--- config.mk ---
export PLATFORM = sky130hd
export DESIGN_NAME = interval_timer_with_prescaler
export DESIGN_NICKNAME = d
export VERILOG_FILES = /design/src/rtl/itp_pkg.sv /design/src/rtl/interval_timer_with_prescaler.sv
export SDC_FILE = /design/constraint.sdc
export NUM_CORES = 1
export LEC_CHECK = 0
export BUFFER_PORTS_ARGS = -buffer_cell sky130_fd_sc_hd__buf_2
export CORE_MARGIN = 8
export CORE_UTILIZATION = 40
export CTS_CLUSTER_DIAMETER = 50
export CTS_CLUSTER_SIZE = 40
export DETAILED_ROUTE_END_ITERATION = 6
export SYNTH_ARGS = -nofsm -noshare
export SYNTH_HDL_FRONTEND = slang
export SYNTH_SLANG_ARGS = --single-unit
--- constraint.sdc ---
create_clock -name clk -period 3.7 [get_ports clk]
set_input_delay 1.11 -clock clk [delete_from_list [all_inputs] [get_ports clk]]
set_output_delay 1.11 -clock clk [all_outputs]
set_load 0.05 [all_outputs]
--- src/rtl/itp_pkg.sv ---
`timescale 1ns / 1ps
`default_nettype none
// ----------------------------------------------------------------------------
// itp_pkg
// Shared types and constants for the interval timer with prescaler.
// ----------------------------------------------------------------------------
package itp_pkg;

	localparam int ACTION_W    = 2;
	localparam int VALUE_W     = 8;
	localparam int SEL_W       = 2;
	localparam int PRESCALE_W  = 11;
	localparam int IN_DATA_W   = 16;
	localparam int OUT_DATA_W  = 8;

	typedef enum logic [ACTION_W-1:0] {
		ACT_TICK        = 2'd0,
		ACT_READ_TIMER  = 2'd1,
		ACT_READ_STATUS = 2'd2,
		ACT_WRITE       = 2'd3
	} action_t;

	typedef enum logic [SEL_W-1:0] {
		DIV_1    = 2'd0,
		DIV_8    = 2'd1,
		DIV_64   = 2'd2,
		DIV_1024 = 2'd3
	} interval_t;

	localparam logic [VALUE_W-1:0]    TIMER_RESET    = 8'hFF;
	localparam logic [PRESCALE_W-1:0] PRESCALE_ONE   = 11'd1;
	localparam logic [PRESCALE_W-1:0] PRESCALE_RESET = 11'd1024;

	function automatic logic [PRESCALE_W-1:0] interval_ticks(input interval_t code);
		logic [PRESCALE_W-1:0] ticks;
		unique case (code)
			DIV_1:    ticks = 11'd1;
			DIV_8:    ticks = 11'd8;
			DIV_64:   ticks = 11'd64;
			DIV_1024: ticks = 11'd1024;
			default:  ticks = 11'd1024;
		endcase
		return ticks;
	endfunction

endpackage
`default_nettype wire

--- src/rtl/interval_timer_with_prescaler.sv ---
`timescale 1ns / 1ps
`default_nettype none
// ----------------------------------------------------------------------------
// interval_timer_with_prescaler
// 8-bit down-counting interval timer behind a 1/8/64/1024 prescaler.
// ----------------------------------------------------------------------------
// Each request is one action (tick, timer read, status read, write) and
// returns exactly one response byte. A request is captured in an input
// register; as it leaves that register the timer state is updated and the
// response is registered, and a new request is taken every cycle while the
// response side keeps up. Throughput is set by the single state update
// path; a stalled response holds the input register and then deasserts
// s_axis_tready.
module interval_timer_with_prescaler (
	input  wire logic                         clk,
	input  wire logic                         arst_n,
	input  wire logic                         s_axis_tvalid,
	output logic                              s_axis_tready,
	// [7:0] write_value, [9:8] interval_select, [15:10] zero
	input  wire logic [itp_pkg::IN_DATA_W-1:0] s_axis_tdata,
	// [1:0] action
	input  wire logic [itp_pkg::ACTION_W-1:0]  s_axis_tuser,
	output logic                              m_axis_tvalid,
	input  wire logic                         m_axis_tready,
	// [7:0] read_data
	output logic [itp_pkg::OUT_DATA_W-1:0]    m_axis_tdata
);
	import itp_pkg::*;

	logic                  valid_s1;
	action_t               action_s1;
	logic [VALUE_W-1:0]    value_s1;
	interval_t             sel_s1;
	logic                  advance;

	logic [VALUE_W-1:0]    timer_q, timer_d;
	logic [PRESCALE_W-1:0] prescale_q, prescale_d;
	interval_t             interval_q, interval_d;
	logic                  flag_high_q, flag_high_d;
	logic                  flag_low_q, flag_low_d;
	logic [VALUE_W-1:0]    result_d;
	logic [VALUE_W-1:0]    timer_dec;

	logic                  out_valid_q;
	logic [OUT_DATA_W-1:0] out_data_q;

	assign advance       = !out_valid_q || m_axis_tready;
	assign s_axis_tready = !valid_s1 || advance;
	assign m_axis_tvalid = out_valid_q;
	assign m_axis_tdata  = out_data_q;

	// input register
	always_ff @(posedge clk or negedge arst_n) begin
		if (!arst_n) begin
			valid_s1 <= 1'b0;
		end else if (s_axis_tready) begin
			valid_s1 <= s_axis_tvalid;
		end
	end

	always_ff @(posedge clk) begin
		if (s_axis_tready && s_axis_tvalid) begin
			action_s1 <= action_t'(s_axis_tuser);
			value_s1  <= s_axis_tdata[VALUE_W-1:0];
			sel_s1    <= interval_t'(s_axis_tdata[VALUE_W+SEL_W-1:VALUE_W]);
		end
	end

	assign timer_dec = timer_q - 8'd1;

	always_comb begin
		timer_d     = timer_q;
		prescale_d  = prescale_q;
		interval_d  = interval_q;
		flag_high_d = flag_high_q;
		flag_low_d  = flag_low_q;
		result_d    = '0;
		unique case (action_s1)
			ACT_TICK: begin
				if (prescale_q > PRESCALE_ONE) begin
					prescale_d = prescale_q - PRESCALE_ONE;
				end else begin
					timer_d = timer_dec;
					// wrap from zero sets both flags
					if (timer_q == '0) begin
						flag_high_d = 1'b1;
						flag_low_d  = 1'b1;
					end
					if (flag_high_d) begin
						prescale_d = PRESCALE_ONE;
					end else begin
						prescale_d = interval_ticks(interval_q);
					end
				end
			end
			ACT_READ_TIMER: begin
				result_d    = timer_q;
				flag_high_d = 1'b0;
			end
			ACT_READ_STATUS: begin
				result_d   = {flag_high_q, flag_low_q, 6'd0};
				flag_low_d = 1'b0;
			end
			ACT_WRITE: begin
				timer_d     = value_s1;
				interval_d  = sel_s1;
				prescale_d  = PRESCALE_ONE;
				flag_high_d = 1'b0;
			end
			default: begin
				result_d = '0;
			end
		endcase
	end

	// timer state, updated as each request leaves the input register
	always_ff @(posedge clk or negedge arst_n) begin
		if (!arst_n) begin
			timer_q     <= TIMER_RESET;
			prescale_q  <= PRESCALE_RESET;
			interval_q  <= DIV_1024;
			flag_high_q <= 1'b0;
			flag_low_q  <= 1'b0;
		end else if (valid_s1 && advance) begin
			timer_q     <= timer_d;
			prescale_q  <= prescale_d;
			interval_q  <= interval_d;
			flag_high_q <= flag_high_d;
			flag_low_q  <= flag_low_d;
		end
	end

	// response register
	always_ff @(posedge clk or negedge arst_n) begin
		if (!arst_n) begin
			out_valid_q <= 1'b0;
		end else if (advance) begin
			out_valid_q <= valid_s1;
		end
	end

	always_ff @(posedge clk) begin
		if (valid_s1 && advance) begin
			out_data_q <= result_d;
		end
	end

endmodule
`default_nettype wire

# == Word-level counts from Yosys, hierarchy flattened ==
# Index checks and enable logic that the tools add are counted.
# classes
eq_ne,8
n_addsub,2
n_mux,15
n_reduce_logical,18
magnitude_cmp,1
# op_table
cell,n
$pmux W11 S4,1
$pmux W8 S2,2
$mux W11,2
$pmux W11 S2,1
$gt A11 B1 Y1 const B,1
$sub A11 B1 Y11 const B,1
$eq A2 B2 Y1 const B,4
$logic_not A8 Y1,1
$mux W8,1
$sub A8 B1 Y8 const B,1
$mux W1,6
$reduce_and A3 Y1,2
$reduce_bool A2 Y1,3
$eq A2 B1 Y1 const B,2
$logic_not A2 Y1,2
$ne A2 B2 Y1 const B,2
$pmux W1 S2,2
$reduce_and A2 Y1,2
$reduce_and A4 Y1,1
$logic_and A1 B1 Y1,2
$logic_not A1 Y1,2
$logic_or A1 B1 Y1,2
$reduce_or A2 Y1,1
# totals
elab_cells,55
output_inout_bits,10
in_bits,22
register_bits,45

# == Logic depth before layout (Yosys ltp) ==
# depth
word_depth,7
ltp_mapped,7
depth_no_buf,6

# == Worst setup path after synthesis ==
# Ideal clock, no wire load.
# synth_timing
path_type,input-to-output
startpoint,input port m_axis_tready
endpoint,output port s_axis_tready
required_time_ns,2.590
slack_ns,0.910
arrival_time_ns,1.680
path_buffers,0
path_stages,2
path_cell_list,nor2b_1 nand2_1
# synth_via
elab_chain_cells,2
# synth_rtl
element,line,text
start: declaration,interval_timer_with_prescaler.sv:24,"input wire logic m_axis_tready,"
$logic_or A1 B1 Y1,interval_timer_with_prescaler.sv:47,assign advance = !out_valid_q || m_axis_tready;
$logic_or A1 B1 Y1,interval_timer_with_prescaler.sv:48,assign s_axis_tready = !valid_s1 || advance;
end: declaration,interval_timer_with_prescaler.sv:18,"output logic s_axis_tready,"
# Every way passes these cells.

# == Worst setup path after layout ==
# Ends and elaborated chain as after synthesis.

==> reports/metrics.csv <==
stage;metric;value;unit
clocking;h-tree-depth;2;
synth;yosysUniqueCellTypes;55;
final_layout;regArea;1240;um2
synth;syn_nets;251;
final_layout;area_growth;12.0;%
die;coreArea;5890;um2
critical_path;crit_chain;buf_2, nor2b_1, nand2_1, buf_2;
clocking;cts-hold-fix-buffers;0;
final_layout;nets;278;
clocking;cts_root_buf;clkbuf_8;
synth;synth_edf_count;20;
route;drt-wirelength-per-cell;15.9;um
min_path;min_path_type;reg2reg;
power_and_ir_drop;leakagePower;1.02;nW
die;rows;28;
job;maxCapViolCount;0;
route;route.detailed.drc;0;
synth;async_flop_share;55.6;%
critical_path;crit_required;2.59;ns
global_route;grt_pass1_vias;1825;
die;die_w;93.8;um
sta;skew;0.00493;ns
final_layout;drive_gt1_share;22.9;%
route;viasPerCell;5.77;
sta;fin_setup_tns;0;ns
synth;synth_area_per_cell;11.0;um2
route;drt-total-wl;5150;um
synth;ys_warn_count;0;
clocking;cts_tree;done;
die;initial_core_util;41.2;%
global_route;grt_pass1_wl;8710;um
synth;yosysMostFrequentCell;edfxtp_1;
clocking;post_cts_resized;0;
global_route;overflow;0;
synth;synth-seq-cells;45;
synth;synth.area.top_cells;edfxtp_1, dfrtp_1, dfstp_2;
clocking;cts.sinks;45;
global_route;grt_usage;12.3;%
final_layout;fill_cells;574;
die;die-area;8800;um2
clocking;cts_buffers;5;
placed_design;gp_congestion;0.893;
power_and_ir_drop;p_per_area;656;nW/um2
placed_design;placed_cells;316;
clocking;clock_latency;0.30;ns
sta;relSlewSlack;41.5;%
critical_path;worstSetupEndpointType;output port;
die;io_pins;32;
final_layout;antenna_cells;0;
sta;rsz0062_at_grt;no;
outcome;outcome;finished, final reports clean;
synth;netlist_area;2420;um2
global_route;met3_usage;2.64;%
global_route;gr-usage-met2;19.3;%
power_and_ir_drop;vdd_drop_max;0.000292;V
critical_path;cp.arrival;1.92;ns
critical_path;cpMostUsedCell;buf_2;
route;ant_nets;0;
global_route;antenna_found_initial;0;
synth;yosys.area.top_type;edfxtp_1;
placed_design;io_buffers;25;
synth;synth_top_area_share;24.8;%
synth;seq_area_frac_synth;51.2;%
sta;worst_pin_slew;0.877;ns
critical_path;worstSetupPathType;in2out;
sta;fmax;330;MHz
final_layout;multi_input_area;1110;um2
sta;hold_viol;0;
global_route;grt_max_degree;26;
synth;ys.flop_type;edfxtp_1;
clocking;clk_pin_slew;0.08;ns
critical_path;startpoint_type;input pin;
global_route;grt.busiest_layer;met2;
synth;synth_cells;221;
synth;synth_top_cells_by_count;edfxtp_1, dfrtp_1, inv_1, nor2_1, dfstp_2;
critical_path;cp_max_fo;5;
global_route;grt_use_met1;16.2;%
sta;period_needed;3.03;ns
route;drt_iter0_drc;108;
critical_path;crit_slowest_cell;nor2b_1;
sta;report.final.slew_viol_count;0;
route;vias;1868;
final_layout;stdcell_count;324;
route;drt_pass1_iterations;4;
sta;period_share;81.8;%
critical_path;slowest_delay;0.31;ns
clocking;clk_path_buf_depth;2;
sta;setup_viol;0;
placed_design;dpl.hpwl;3800;um
die;die_y;93.8;um
clocking;post_cts_buffers;0;
-- cell type report --
type / count / share of cell area (%)
inverter: 13 / 1.80
clock inverter: 2 / 0.415
tap: 75 / 3.46
clock buffer: 6 / 2.67
multi-input combinational: 156 / 40.8
sequential: 45 / 45.7
timing repair buffer: 27 / 5.16
-- state kept, by name (all words and copies together) (netlist names) --
signal and cells:
sel_s1 2, valid_s1 1, prescale_q 11, m_axis_tvalid 1, m_axis_tdata 8, flag_low_q 1
flag_high_q 1, action_s1 2, interval_q 2, value_s1 8, timer_q 8
-- final timing paths --
| kind | startpoint | to | slack (ns) | depth (start not counted) |
|---|---|---|---|---|
| setup / recovery | m_axis_tready | s_axis_tready | 0.67 | 4 |
| hold reg to reg | sel_s1[0] | interval_q[0] | 0.48 | 1 |
| max in group asynchronous | arst_n | interval_q[1] | 2.52 | 1 |
| setup reg to reg | action_s1[0] | timer_q[5] | 1.45 | 6 |
| min in group asynchronous | arst_n | m_axis_tvalid | 0.80 | 1 |
| hold / removal | sel_s1[0] | interval_q[0] | 0.48 | 1 |
-- worst max-delay path, delay by kind of cell --
| kind | cells | cell delay, ns |
|---|---|---|
| buffers and inverters | 2 | 0.34 |
| and+or+nand+nor | 2 | 0.47 |
-- cell families after synthesis --
group,after synthesis,share of synthesized area (%)
mux,3,1.34
flops,45,51.2
compound gates,66,21.1
fa+ha+maj,8,4.13
buf+inv,20,3.10
simple gates,79,19.2
-- stage by stage --
| step | util (%) | total power [mW] | setup WS, ns | instance area, um2 | hold slack [ns] |
|---|---|---|---|---|---|
| after floorplan | - | 1.31 | 0.910 | 2420 | 0.456 |
| after global placement | 44.7 | 1.48 | 0.703 | 2630 | 0.460 |
| after detailed placement | 44.7 | 1.49 | 0.688 | 2630 | 0.465 |
| after CTS | 46.1 | 1.78 | 0.682 | 2710 | 0.490 |
| after global routing | 46.1 | 1.90 | 0.621 | 2710 | 0.507 |
| final | 46.1 | 1.78 | 0.672 | 2710 | 0.481 |
-- routing by layer --
layer	vias up	part of all wire (%)
met5	-	0
met2	59	46
met1	892	48
met3	7	4.7
li1	910	-
met4	0	1.6
-- power by group --
| part | leakage [nW] | internal (mW) | total (mW) | switching [mW] |
|---|---|---|---|---|
| sequential | 0.487 | 0.672 | 0.811 | 0.140 |
| clock | 0.0388 | 0.131 | 0.293 | 0.162 |
| combinational | 0.498 | 0.271 | 0.676 | 0.405 |
| total | 1.02 | 1.07 | 1.78 | 0.707 |
-- layout by cell type, fill, tap and decap left out, types with 8 or more instances in the layout --
cell,instances
buf_2,25
edfxtp_1,20
dfrtp_1,14
inv_1,12
nor2_1,12
dfstp_2,11
nand2_1,10
a21oi_1,9
o21ai_0,9
ha_1,8
No activity file was read; power rests on OpenSTA's default activity.
